<file path="config.mk">
export PLATFORM = sky130hd
export DESIGN_NAME = positional_array_list_unit
export DESIGN_NICKNAME = d
export VERILOG_FILES = /design/src/hw/rtl/pal_pkg.sv /design/src/hw/rtl/pal_cell.sv /design/src/hw/rtl/positional_array_list_unit.sv
export SDC_FILE = /design/constraint.sdc
export NUM_CORES = 1
export LEC_CHECK = 0
export ABC_AREA = 1
export BUFFER_PORTS_ARGS = -buffer_cell sky130_fd_sc_hd__buf_4
export CELL_PAD_IN_SITES_DETAIL_PLACEMENT = 1
export CELL_PAD_IN_SITES_GLOBAL_PLACEMENT = 2
export CORE_MARGIN = 3
export CORE_UTILIZATION = 40
export CTS_CLUSTER_SIZE = 14
export DETAILED_ROUTE_END_ITERATION = 16
export PLACE_DENSITY = 0.95
export SYNTH_ARGS = -nofsm -noshare
export SYNTH_HDL_FRONTEND = slang
export SYNTH_HIERARCHICAL = 1
export SYNTH_SLANG_ARGS = --single-unit
</file>
<file path="constraint.sdc">
create_clock -name aclk -period 10.7 [get_ports aclk]
set_input_delay 0.535 -clock aclk [delete_from_list [all_inputs] [get_ports aclk]]
set_output_delay 0.535 -clock aclk [all_outputs]
set_load 0.005 [all_outputs]
</file>
<file path="src/hw/rtl/pal_pkg.sv">
// ----------------------------------------------------------------------------
// pal_pkg
// Shared types and constants for the positional array list unit.
// ----------------------------------------------------------------------------
package pal_pkg;

    localparam int DEPTH       = 16;
    localparam int ENTRY_WIDTH = 32;
    localparam int IDX_W       = $clog2(DEPTH);
    localparam int CNT_W       = $clog2(DEPTH + 1);

    localparam int OP_W        = 3;
    localparam int POS_W       = 5;
    localparam int COUNT_OUT_W = 5;
    localparam int WORD_OUT_W  = 32;

    typedef logic [ENTRY_WIDTH-1:0] entry_t;
    typedef logic [IDX_W-1:0]       idx_t;

    typedef enum logic [OP_W-1:0] {
        OP_INS_FRONT = 3'd0,
        OP_INS_BACK  = 3'd1,
        OP_INS_AT    = 3'd2,
        OP_RM_LAST   = 3'd3,
        OP_RM_FIRST  = 3'd4,
        OP_RM_AT     = 3'd5,
        OP_READ_AT   = 3'd6
    } op_t;

    typedef enum logic [1:0] {
        ACT_HOLD,
        ACT_INS,
        ACT_DEL
    } act_t;

    typedef struct packed {
        act_t   act;
        idx_t   idx;
        entry_t word;
    } cell_cmd_t;

endpackage

</file>
<file path="src/hw/rtl/pal_cell.sv">
// ----------------------------------------------------------------------------
// pal_cell
// One list slot: holds an entry, takes its lower neighbour on insert and its
// upper neighbour on remove, and offers its entry when the index matches.
// ----------------------------------------------------------------------------
module pal_cell (
    input  logic               aclk,
    input  pal_pkg::cell_cmd_t cmd,
    input  pal_pkg::idx_t      cell_idx,
    input  pal_pkg::entry_t    below_value,
    input  pal_pkg::entry_t    above_value,
    output pal_pkg::entry_t    value,
    output pal_pkg::entry_t    rd_data
);
    import pal_pkg::*;

    entry_t value_reg;
    entry_t value_next;

    always_comb begin
        value_next = value_reg;
        case (cmd.act)
            ACT_INS: begin
                if (cell_idx == cmd.idx) begin
                    value_next = cmd.word;
                end else if (cell_idx > cmd.idx) begin
                    value_next = below_value;
                end
            end
            ACT_DEL: begin
                if (cell_idx >= cmd.idx) begin
                    value_next = above_value;
                end
            end
            default: begin
                value_next = value_reg;
            end
        endcase
    end

    always_ff @(posedge aclk) begin
        value_reg <= value_next;
    end

    assign value   = value_reg;
    assign rd_data = (cell_idx == cmd.idx) ? value_reg : '0;

endmodule

</file>
<file path="src/hw/rtl/positional_array_list_unit.sv">
// ----------------------------------------------------------------------------
// positional_array_list_unit
// Ordered list of up to DEPTH words with insert, remove and read by position.
// ----------------------------------------------------------------------------
// The list is a row of DEPTH cells, one entry each; an insert or remove moves
// every affected entry by one place in the same cycle, and a new command is
// accepted every cycle while the result register is empty or being taken.
// Each command gives exactly one result:
// success flag, count afterwards, read word (zero unless a successful read),
// and empty/full flags. Rejected commands leave the list unchanged.
module positional_array_list_unit (
    input  logic                            aclk,
    input  logic                            aresetn,
    input  logic                            s_valid,
    output logic                            s_ready,
    input  logic [pal_pkg::OP_W-1:0]        s_op,
    input  logic [pal_pkg::POS_W-1:0]       s_position,
    input  logic [pal_pkg::WORD_OUT_W-1:0]  s_entry_value,
    output logic                            m_valid,
    input  logic                            m_ready,
    output logic                            m_ok,
    output logic [pal_pkg::COUNT_OUT_W-1:0] m_count,
    output logic [pal_pkg::WORD_OUT_W-1:0]  m_read_value,
    output logic                            m_is_empty,
    output logic                            m_is_full
);
    import pal_pkg::*;

    logic                   accept;
    logic [CNT_W-1:0]       count_reg;
    logic [CNT_W-1:0]       count_next;
    logic                   full;
    logic                   pos_ok;
    logic [POS_W-1:0]       pos_m1;
    idx_t                   pos_idx;
    logic                   ok_c;
    logic                   rd_sel;
    entry_t                 word_c;
    entry_t                 rd_or;
    cell_cmd_t              cmd;

    entry_t                 cell_value [DEPTH];
    entry_t                 cell_rd    [DEPTH];

    logic                   m_valid_reg;
    logic                   m_ok_reg;
    logic [CNT_W-1:0]       m_count_reg;
    logic [WORD_OUT_W-1:0]  m_read_value_reg;

    assign s_ready = !m_valid_reg || m_ready;
    assign accept  = s_valid && s_ready;

    assign word_c  = ENTRY_WIDTH'(s_entry_value);
    assign full    = (count_reg == CNT_W'(DEPTH));
    assign pos_ok  = (s_position != '0) && (int'(s_position) <= int'(count_reg));
    assign pos_m1  = s_position - POS_W'(1);
    assign pos_idx = pos_m1[IDX_W-1:0];

    always_comb begin
        cmd.act    = ACT_HOLD;
        cmd.idx    = pos_idx;
        cmd.word   = word_c;
        ok_c       = 1'b0;
        rd_sel     = 1'b0;
        count_next = count_reg;
        case (op_t'(s_op))
            OP_INS_FRONT: begin
                if (!full) begin
                    cmd.act    = ACT_INS;
                    cmd.idx    = '0;
                    ok_c       = 1'b1;
                    count_next = CNT_W'(count_reg + 1'b1);
                end
            end
            OP_INS_BACK: begin
                if (!full) begin
                    cmd.act    = ACT_INS;
                    cmd.idx    = count_reg[IDX_W-1:0];
                    ok_c       = 1'b1;
                    count_next = CNT_W'(count_reg + 1'b1);
                end
            end
            OP_INS_AT: begin
                if (!full && pos_ok) begin
                    cmd.act    = ACT_INS;
                    ok_c       = 1'b1;
                    count_next = CNT_W'(count_reg + 1'b1);
                end
            end
            OP_RM_LAST: begin
                if (count_reg != '0) begin
                    ok_c       = 1'b1;
                    count_next = CNT_W'(count_reg - 1'b1);
                end
            end
            OP_RM_FIRST: begin
                if (count_reg != '0) begin
                    cmd.act    = ACT_DEL;
                    cmd.idx    = '0;
                    ok_c       = 1'b1;
                    count_next = CNT_W'(count_reg - 1'b1);
                end
            end
            OP_RM_AT: begin
                if (pos_ok) begin
                    cmd.act    = ACT_DEL;
                    ok_c       = 1'b1;
                    count_next = CNT_W'(count_reg - 1'b1);
                end
            end
            OP_READ_AT: begin
                if (pos_ok) begin
                    ok_c   = 1'b1;
                    rd_sel = 1'b1;
                end
            end
            default: begin
                ok_c = 1'b0;
            end
        endcase
        // hold the cells unless a transfer is taken
        if (!accept) begin
            cmd.act = ACT_HOLD;
        end
    end

    for (genvar i = 0; i < DEPTH; i++) begin : g_cell
        entry_t below;
        entry_t above;
        if (i == 0) begin : g_first
            assign below = '0;
        end else begin : g_below
            assign below = cell_value[i-1];
        end
        if (i == DEPTH - 1) begin : g_last
            assign above = '0;
        end else begin : g_above
            assign above = cell_value[i+1];
        end
        pal_cell u_cell (
            .aclk        (aclk),
            .cmd         (cmd),
            .cell_idx    (IDX_W'(i)),
            .below_value (below),
            .above_value (above),
            .value       (cell_value[i]),
            .rd_data     (cell_rd[i])
        );
    end

    always_comb begin
        rd_or = '0;
        for (int i = 0; i < DEPTH; i++) begin
            rd_or = rd_or | cell_rd[i];
        end
    end

    always_ff @(posedge aclk) begin
        if (!aresetn) begin
            count_reg   <= '0;
            m_valid_reg <= 1'b0;
        end else begin
            if (accept) begin
                count_reg   <= count_next;
                m_valid_reg <= 1'b1;
            end else if (m_ready) begin
                m_valid_reg <= 1'b0;
            end
        end
    end

    always_ff @(posedge aclk) begin
        if (accept) begin
            m_ok_reg         <= ok_c;
            m_count_reg      <= count_next;
            m_read_value_reg <= rd_sel ? WORD_OUT_W'(rd_or) : '0;
        end
    end

    assign m_valid      = m_valid_reg;
    assign m_ok         = m_ok_reg;
    assign m_count      = COUNT_OUT_W'(m_count_reg);
    assign m_read_value = m_read_value_reg;
    assign m_is_empty   = (m_count_reg == '0);
    assign m_is_full    = (m_count_reg == CNT_W'(DEPTH));

    a_count_range: assert property (@(posedge aclk) disable iff (!aresetn)
        int'(count_reg) <= DEPTH)
        else $error("fill count above depth");

    a_reject_holds: assert property (@(posedge aclk) disable iff (!aresetn)
        accept && !ok_c |=> count_reg == $past(count_reg))
        else $error("rejected command changed the count");

    a_insert_grows: assert property (@(posedge aclk) disable iff (!aresetn)
        accept && ok_c && cmd.act == ACT_INS
        |=> count_reg == CNT_W'($past(count_reg) + 1'b1))
        else $error("insert did not grow the count");

    a_result_count: assert property (@(posedge aclk) disable iff (!aresetn)
        accept |=> m_valid && m_count_reg == count_reg)
        else $error("result count differs from fill count");

    a_reject_no_data: assert property (@(posedge aclk) disable iff (!aresetn)
        m_valid && !m_ok |-> m_read_value == '0)
        else $error("rejected command returned data");

endmodule

</file>
* After elaboration in Yosys (flattened, before gate mapping) *
Index checks and enable logic that the tools add are counted.

cells by class
  equal/unequal tests = 57
  order comparisons = 33
  add/subtract/negate cells = 3
  mux-type cells = 101
  bitwise gates (word level) = 15
  reductions and logical operators = 32

operator list
  kind                                                                                count
  32-bit 2-to-1 mux                                                                   64
  32-bit case mux with 2 select lines                                                 16
  32-bit OR                                                                           15
  3-bit by 1-bit inequality test with 1-bit output, second input constant             16
  3-bit AND reduction                                                                 16
  4-bit equality test, first input constant                                           8
  4-bit greater-or-equal comparator, first input constant                             8
  4-bit > comparator, first input constant                                            8
  2-bit by 1-bit inequality test with 1-bit output, second input constant             16
  5-bit 2-to-1 mux                                                                    6
  5-bit case mux with 4 select lines                                                  1
  3-bit by 4-bit equality test with 1-bit output, first input constant                4
  3-bit by 4-bit greater-or-equal comparator with 1-bit output, first input constant  4
  3-bit by 4-bit > comparator with 1-bit output, first input constant                 4
  4-bit case mux with 3 select lines                                                  1
  5-bit equality test, second input constant                                          2
  2-bit case mux with 5 select lines                                                  1
  5-bit nonzero test                                                                  2
  3-bit equality test, second input constant                                          3
  2-bit by 4-bit equality test with 1-bit output, first input constant                2
  1-bit by 4-bit greater-or-equal comparator with 1-bit output, first input constant  2
  2-bit by 4-bit greater-or-equal comparator with 1-bit output, first input constant  2
  1-bit by 4-bit > comparator with 1-bit output, first input constant                 2
  2-bit by 4-bit > comparator with 1-bit output, first input constant                 2
  21 further kinds                                                                    36

word-level totals
  output and inout port bits = 42
  bits in registers = 556

* Depth between registers and ports, before layout *
Gate-level depths: netlist of run 1.

  depth in word-level cells = 20
  depth in mapped cells = 19

* By module *
Netlist of run 1, hierarchy kept.

modules (own cells, without submodules)
  module                             cells each  instances  area each (µm²)
  pal_cell at g_cell[10].u_cell ...  364         13         2443.6
  pal_cell at g_cell[0].u_cell ...   364         3          2434.8
  positional_array_list_unit         377         1          3319.4

* Worst setup path after synthesis of run 1 *
Ideal clock, no wire load.

  path kind = input-to-reg
  start point = input port s_position[4] (netlist bit)
  end point = register g_cell[0].u_cell.value_reg[0] (enable)
  required time = 10300 ps
  path slack = 5913 ps
  path buffers = 0
  library setup time = 400 ps
  data arrival time = 4387 ps
  cell stages on the path = 12
  cell sequence = ha_1 nand2_1 nor2_1 nand2_1 nand3_1 nand2_2 nand3_1 a21oi_1 nand2_1 inv_1 nor2_1 a21oi_2

RTL lines
  element               RTL line                          source
  from (decl)           positional_array_list_unit.sv:17  input logic [pal_pkg::POS_W-1:0] s_position,
  to (signal assigned)  pal_cell.sv:42                    value_reg <= value_next;
  to (decl)             pal_cell.sv:17                    entry_t value_reg;

==> results of run 1 <==
## power by group through the flow
| stage | Combinational (uW) | Clock, uW | Sequential, uW |
|---|---|---|---|
| floorplan | 1020 | 0 | 2740 |
| global placement | 1390 | 0 | 2810 |
| detailed placement | 1440 | 0 | 2810 |
| CTS | 1450 | 2490 | 2770 |
| global route | 1640 | 2570 | 2780 |
| finish | 1470 | 2450 | 2770 |
## per-layer routing
| layer | global-route usage, % | up-vias | wire [um] |
|---|---|---|---|
| met4 | 5.38 | 0 | 2370 |
| met3 | 4.76 | 135 | 12600 |
| li1 | - | 18377 | - |
| met2 | 41.2 | 1264 | 65800 |
| met1 | 42.1 | 18668 | 76000 |
| met5 | 0 | - | 0 |
## stage by stage
stage	setup WS, ns	instances	power [uW]	hold WS (ns)	area (um2)
2_1_floorplan	5.91	6327	3760	0.520	42900
3_3_place_gp	5.38	7610	4190	0.526	43800
3_5_place_dp	5.25	7610	4250	0.540	43800
4_1_cts	5.24	7745	6710	0.216	46100
5_1_grt	4.92	7747	6990	0.268	46100
6_report	5.24	7747	6690	0.243	46100
## cell usage in the layout (no fill, tap or decap), types with 2 or more instances in the layout
cell type / count
inv_2: 21
nor2_4: 20
xor2_1: 4
dfxtp_1: 6
clkinv_2: 8
clkbuf_1: 12
conb_1: 128
bufinv_16: 3
inv_6: 3
xnor2_1: 2
nand3_1: 414
clkinv_1: 28
clkinvlp_4: 2
nand4_1: 5
nor2_1: 554
inv_1: 1722
nand3b_1: 2
a21oi_4: 17
edfxtp_1: 550
nand2_1: 2042
buf_4: 147
a21oi_1: 9
nor2_2: 18
nand2_2: 183
o22ai_1: 2
nand3_2: 121
nor4_2: 2
nand2_4: 20
ha_1: 73
a41oi_1: 32
nor3_1: 2
clkbuf_16: 78
nor4_1: 126
## path summary, 6_finish.rpt
| kind | cells after the start | end | slack (ns) | from |
|---|---|---|---|---|
| setup reg to reg | 18 | m_read_value[5]$_SDFFCE_PN0P_ | 5.24 | count_reg[1]$_SDFFE_PN0P_ |
| setup / recovery | 18 | m_read_value[5]$_SDFFCE_PN0P_ | 5.24 | count_reg[1]$_SDFFE_PN0P_ |
| hold reg to reg | 2 | g_cell[14].u_cell/value[3]$_DFFE_PP_ | 0.55 | g_cell[15].u_cell/value[3]$_DFFE_PP_ |
| hold / removal | 4 | m_valid$_SDFFE_PN0P_ | 0.24 | m_ready |
## worst min-delay path: stages
cell	delay, ns
buf_4	0.08
inv_1	0.03
nand2_1	0.10
a21oi_1	0.08
## kinds of logic after synthesis
logic type,count (synthesis),synth area share (%)
AND/OR/NAND/NOR,3511,36.8
buffers and inverters,1988,20.4
flip-flops,556,39.2
adder cells (fa/ha/maj),73,2.15
AO/OA/AOI/OAI,65,1.22
XOR/XNOR,6,0.124
other,2,0.0177
## layout make-up
class	instances	share of cell area, %
inverter	1744	14.2
sequential	556	36.1
clock buffer	90	4.33
timing repair buffer	149	2.47
multi-input combinational	3783	38.5
tap	1380	3.75
clock inverter	45	0.659
==> results by group, run 1 <==
Run status
  – Outcome: complete, no violations

Synthesis
  – Yosys cell types: 36
  – Post-synth top area cell: edfxtp_1
  – Area share of the largest cell type after synthesis: 39.0%
  – Synth Instances: 6201
  – Synth Register Bits: 556
  – Synthesized area per cell: 6.84 um2
  – Area contributors post-synth: edfxtp_1 39%, nand2_1 18%, inv_1 15%
  – Cell area after synthesis: 42400 um2
  – Most frequent cell after synthesis: nand2_1
  – Post-synth top cells: 2043 x nand2_1, 1723 x inv_1, 554 x nor2_1
  – Asr flop ratio synth: 0%
  – Number of flops mapped to enable cells by yosys: 550
  – Post-synthesis sequential area ratio: 39.2%
  – Synth Flop Type: edfxtp_1
  – YS warnings: 6

Final layout
  – Max FFs per register: 512
  – Reg area: 16600 um2
  – Area occupied by multi-input gates: 17800 um2
  – Ratio of cells with drive above 1 in the final layout: 10.2%
  – N_diodes: 0
  – Finished Core Util: 44.2%
  – Final #Nets: 6426
  – Synth-to-Final Area Change: 8.76%
  – Fillers: 13609

Route
  – WL final: 157000 um
  – Drt initial violations: 3706
  – Routed len/inst: 20.2 um
  – Vias: 38444
  – Vias per inst: 4.96
  – TritonRoute pass-1 iters: 5
  – Residual DRC: 0
  – ANT nets after route: 0

Global routing
  – Grt total ovfl: 0
  – Total global-route track usage: 27.7%
  – Vias in the first global route: 38403
  – Initial antenna violation count: 4
  – Pin count of the biggest net entering global routing: 65
  – First-pass GRT wire length: 238000 um

Pwr
  – Clock power share: 36.6%
  – Leakage: 0.0261 uW
  – Gate power share: 22.0%
  – Switching power share of the total: 33.7%
  – Sw power: 2250 uW
  – Cell Pwr Density: 145 nW/um2
  – Int Pwr: 4440 uW
  – Max VDD drop: 93.8 uV
  – Sequential fraction of design power: 41.4%

CTS
  – Clock root cell: clkbuf_16
  – Worst-path clk slew: 0.06 ns
  – TritonCTS clock tree: yes
  – H-tree depth reported by CTS: 3
  – Cts repair resizes: 0
  – Hold bufs inserted after CTS: 0
  – Clk_lat worst skew: 0.65 ns
  – Setup Buffers After CTS: 0
  – Clock Path Buffers: 3
  – CTS Sinks: 556
  – CTS Buf Count: 75

Critical path
  – Largest delay contributor family on the critical path: simple AND/OR/NAND/NOR gates
  – CP Cell Sequence: inv_1 > ha_1 > nand2_4 > nor2_4 > nand2_4 > inv_2 > nand2_2 > o221a_2 > o22ai_1 > buf_4 > inv_1 > ha_1 > nand2_2 > inv_2 > nand2_4 > nor2_1 > nor4_1 > a41oi_1
  – CP Data Required Time: 11.01 ns
  – Buffers & Inverters on Critical Path: 5
  – Setup crit start kind: flop
  – Critical setup path kind: reg2reg
  – Critical path fanouts, max: 64
  – Slowest CP cell: nor4_1
  – Worst path most repeated cell: nand2_4
  – CP Capture Type: flop
  – Slowest stage delay, CP: 1.20 ns
  – Arr. time, crit path: 5.77 ns

Timing
  – Slew @ Worst Pin: 1.41 ns
  – Rel. slew slack: 5.21%
  – Unrepaired setup endpoints after global routing: no
  – Post-route setup TNS: 0 ns
  – Final hold vios: 0
  – Clock skew: 0.0330 ns
  – Peak Freq: 183 MHz
  – Slew Viols, Final: 0
  – Fin crit share: 51.0%
  – Final setup fails: 0
  – Minimum clock period: 5.46 ns

Place
  – Port bufs: 85
  – Post-DP HPWL: 112000 um
  – RePlAce Congestion: 0.884

Floorplanning
  – DIE AREA: 110000 um2
  – # rows: 118
  – Core box area: 104000 um2
  – I/O pin count: 86
  – Die X: 332 um
  – Initial Util: 40.6%
  – Die Ht: 332 um

Worst hold path
  – Worst hold-check path type: in2reg

Flow run
  – Max Cap Viol: 0
No activity file was read; power rests on OpenSTA's default activity.
==> run 2, diff against run 1 <==
--- a/config.mk
+++ b/config.mk
@@ -10,10 +10,10 @@
 export CELL_PAD_IN_SITES_DETAIL_PLACEMENT = 1
 export CELL_PAD_IN_SITES_GLOBAL_PLACEMENT = 2
 export CORE_MARGIN = 3
-export CORE_UTILIZATION = 40
+export CORE_UTILIZATION = 33
 export CTS_CLUSTER_SIZE = 14
 export DETAILED_ROUTE_END_ITERATION = 16
-export PLACE_DENSITY = 0.95
+export PLACE_DENSITY = 0.89
 export SYNTH_ARGS = -nofsm -noshare
 export SYNTH_HDL_FRONTEND = slang
 export SYNTH_HIERARCHICAL = 1
==> constraint.sdc (replaced) <==
create_clock -name aclk -period 4.46 [get_ports aclk]
set_input_delay 0.223 -clock aclk [delete_from_list [all_inputs] [get_ports aclk]]
set_output_delay 0.223 -clock aclk [all_outputs]
set_load 0.005 [all_outputs]
==> results by group, run 2 (synthesis gave the netlist of run 1 again) <==
Route
  – Residual DRC: 0 (unchanged)
  – Drt initial violations: 2975 (-20%)
  – Routed len/inst: 18.7 um (-7.3%)
  – TritonRoute pass-1 iters: 5 (unchanged)
  – ANT nets after route: 0 (unchanged)
  – WL final: 153000 um (-2.6%)
  – Vias per inst: 4.67 (-5.9%)
  – Vias: 38014 (-1.1%)

Floorplanning
  – Core box area: 127000 um2 (+21%)
  – Initial Util: 33.5% (-7.1 points)
  – Die X: 364 um (+9.9%)
  – I/O pin count: 86 (unchanged)
  – DIE AREA: 133000 um2 (+21%)
  – # rows: 130 (+10%)
  – Die Ht: 364 um (+9.9%)

Final layout
  – Ratio of cells with drive above 1 in the final layout: 12.5% (+2.3 points)
  – Fillers: 16249 (+19%)
  – Max FFs per register: 512 (unchanged)
  – N_diodes: 0 (unchanged)
  – Commonest cells after routing, fill and taps aside: 2042 x nand2_1, 1722 x inv_1, 554 x nor2_1, 550 x edfxtp_1, 414 x nand3_1
  – Commonest non-fill, non-tap cell in the layout: nand2_1
  – Synth-to-Final Area Change: 12.4%
  – Final #Nets: 6553 (+2.0%)

Critical path
  – Critical path fanouts, max: 16 (-75%)
  – Worst R2R Setup Slack: 0.20 ns (-5.04 ns)
  – Levels on crit path: 21 (+3)
  – Slowest stage delay, CP: 0.54 ns (-0.66 ns)
  – CP Data Required Time: 4.81 ns (-6.20 ns)
  – Largest delay contributor family on the critical path: simple AND/OR/NAND/NOR gates
  – Slowest CP cell: nor4_2
  – Arr. time, crit path: 4.61 ns (-1.16 ns)
  – Reg2reg path depth: 21 (+3)
  – Reg-to-reg startpoint: count_reg[0]$_SDFFE_PN0P_
  – CP Cell Sequence: inv_1 > ha_1 > nand2_4 > nor2_4 > nand2_4 > inv_2 > nand2_2 > o221a_2 > nand2_1 > nand2_1 > o21ai_1 > buf_4 > buf_4 > ha_1 > nand2_1 > inv_1 > nand2_4 > buf_4 > nor2_1 > nor4_2 > a41oi_1
  – FF-to-FF End: m_read_value[27]$_SDFFCE_PN0P_
  – Critical setup path kind: reg2reg
  – CP Capture Type: flop
  – Buffers & Inverters on Critical Path: 6 (+1)
  – Setup crit start kind: flop

Pwr
  – Max VDD drop: 219 uV (+130%)
  – Clock power share: 35.2% (-1.4 points)
  – Sequential fraction of design power: 41.4% (about the same)
  – Cell Pwr Density: 335 nW/um2 (+130%)
  – Leakage: 0.0268 uW (+2.5%)
  – Gate power share: 23.4% (+1.4 points)
  – Overall Power: 16000 uW (+140%)
  – Switching power share of the total: 33.6% (-0.071 points)
  – Sw power: 5360 uW (+140%)
  – Int Pwr: 10600 uW (+140%)

CTS
  – H-tree depth reported by CTS: 3 (unchanged)
  – CTS Sinks: 556 (unchanged)
  – Clock root cell: clkbuf_16
  – Clock Path Buffers: 3 (unchanged)
  – Setup Buffers After CTS: 0 (unchanged)
  – Clk_lat worst skew: 0.65 ns (about the same)
  – Worst-path clk slew: 0.06 ns (about the same)
  – CTS Buf Count: 71 (-5.3%)
  – TritonCTS clock tree: yes

Timing
  – Rel. slew slack: 35.8% (+31 points)
  – Slew @ Worst Pin: 0.954 ns (-0.455 ns)
  – Final hold vios: 0 (unchanged)
  – Post-route setup TNS: 0 ns (unchanged)
  – Slew Viols, Final: 0 (unchanged)
  – Peak Freq: 235 MHz (+28%)
  – Minimum clock period: 4.26 ns (-1.20 ns)
  – Final setup fails: 0 (unchanged)
  – Clock skew: 0.0212 ns (-0.0118 ns)
  – Fin crit share: 95.5% (+44 points)

Global routing
  – Vias in the first global route: 38497 (+0.24%)
  – Total global-route track usage: 22.6% (-5.1 points)
  – Pin count of the biggest net entering global routing: 37 (-43%)
  – Grt total ovfl: 0 (unchanged)
  – Initial antenna violation count: 4 (unchanged)
  – First-pass GRT wire length: 234000 um (-1.9%)

Run status
  – Outcome: complete, no violations

Worst hold path
  – Worst hold-check path type: in2reg
  – Hold Crit Depth: 5 (+1)
  – Hold Startpoint: s_valid
  – Worst Hold Path EP: count_reg[0]$_SDFFE_PN0P_

Place
  – RePlAce Congestion: 0.867 (-1.9%)
  – Post-DP HPWL: 116000 um (+3.0%)
  – Port bufs: 85 (unchanged)

Flow run
  – Max Cap Viol: 0 (unchanged)
==> run 2: cell count changes in the layout (fill, tap and decap cells not counted), moves of 3 or more <==
cell           previous run  this run
buf_12                    0        11
buf_4                   147       266
clkbuf_1                 12        18
clkbuf_16                78        72
clkinv_1                 28        16
clkinv_2                  8        14
dlygate4sd3_1             0         3
nor4_1                  126        93
nor4_2                    2        27
nor4_4                    0         8
==> run 2: worst max path at each step <==
stage / startpoint / end / slack, ns
2_1_floorplan: count_reg[0]$_SDFFE_PN0P_ / g_cell[11].u_cell/value[0]$_DFFE_PP_ / 0.15
3_3_place_gp: count_reg[0]$_SDFFE_PN0P_ / m_read_value[25]$_SDFFCE_PN0P_ / 0.01
3_5_place_dp: count_reg[0]$_SDFFE_PN0P_ / m_read_value[26]$_SDFFCE_PN0P_ / -0.05
4_1_cts: count_reg[0]$_SDFFE_PN0P_ / m_read_value[21]$_SDFFCE_PN0P_ / 0.02
5_1_grt: count_reg[0]$_SDFFE_PN0P_ / m_read_value[27]$_SDFFCE_PN0P_ / -0.005
6_report: count_reg[0]$_SDFFE_PN0P_ / m_read_value[27]$_SDFFCE_PN0P_ / 0.20
==> run 2: metal layers <==
metal | vias to the layer above | track usage (%) | wire length (um)
met5 | - | 0 | 11
met4 | 2 | 4.07 | 2050
met1 | 18340 | 34.1 | 76600
met3 | 130 | 3.60 | 9780
met2 | 929 | 34.2 | 64100
li1 | 18613 | - | -
==> run 2: tightest hold or removal path, stage by stage <==
cell	delay, ns
buf_4	0.08
nand2_2	0.18
a21oi_1	0.18
nand2_1	0.06
inv_1	0.04
==> run 2: cell type report <==
type	count	area [um2]	area share (%)
well taps	1650	2060	4.33
inverters	1744	6550	13.7
clock buffers	92	1900	3.98
clock inverters	36	233	0.488
multi-input cells	3783	18000	37.8
repair buffers	280	2250	4.72
flip-flops and latches	556	16600	34.9
==> run 2: power by group through the flow <==
stage / clock [uW] / sequential (uW) / combinational [uW]
floorplan: 0 / 6570 / 2450
global placement: 0 / 6700 / 3510
CTS: 5740 / 6610 / 3660
detailed placement: 0 / 6710 / 3630
finish: 5610 / 6610 / 3730
global route: 5950 / 6650 / 4160
==> run 2: repair_timing <==
action / in CTS / in global routing
endpoints found under the hold margin: 3 / 0
setup endpoints to repair: 6 / 21
resized for setup: 7 / 37
hold buffers: 3 / 0
==> run 2: stage by stage <==
stage | utilization [%] | std cells | hold slack [ns] | worst slack, ns | area, um2
2_1_floorplan | - | 6327 | 0.418 | 0.148 | 42900
3_3_place_gp | 35.7 | 8010 | 0.530 | 0.0108 | 45200
3_5_place_dp | 35.7 | 8010 | 0.537 | -0.0517 | 45200
4_1_cts | 37.5 | 8141 | 0.102 | 0.0156 | 47400
5_1_grt | 37.7 | 8141 | 0.146 | -0.00528 | 47600
6_report | 37.7 | 8141 | 0.154 | 0.202 | 47600
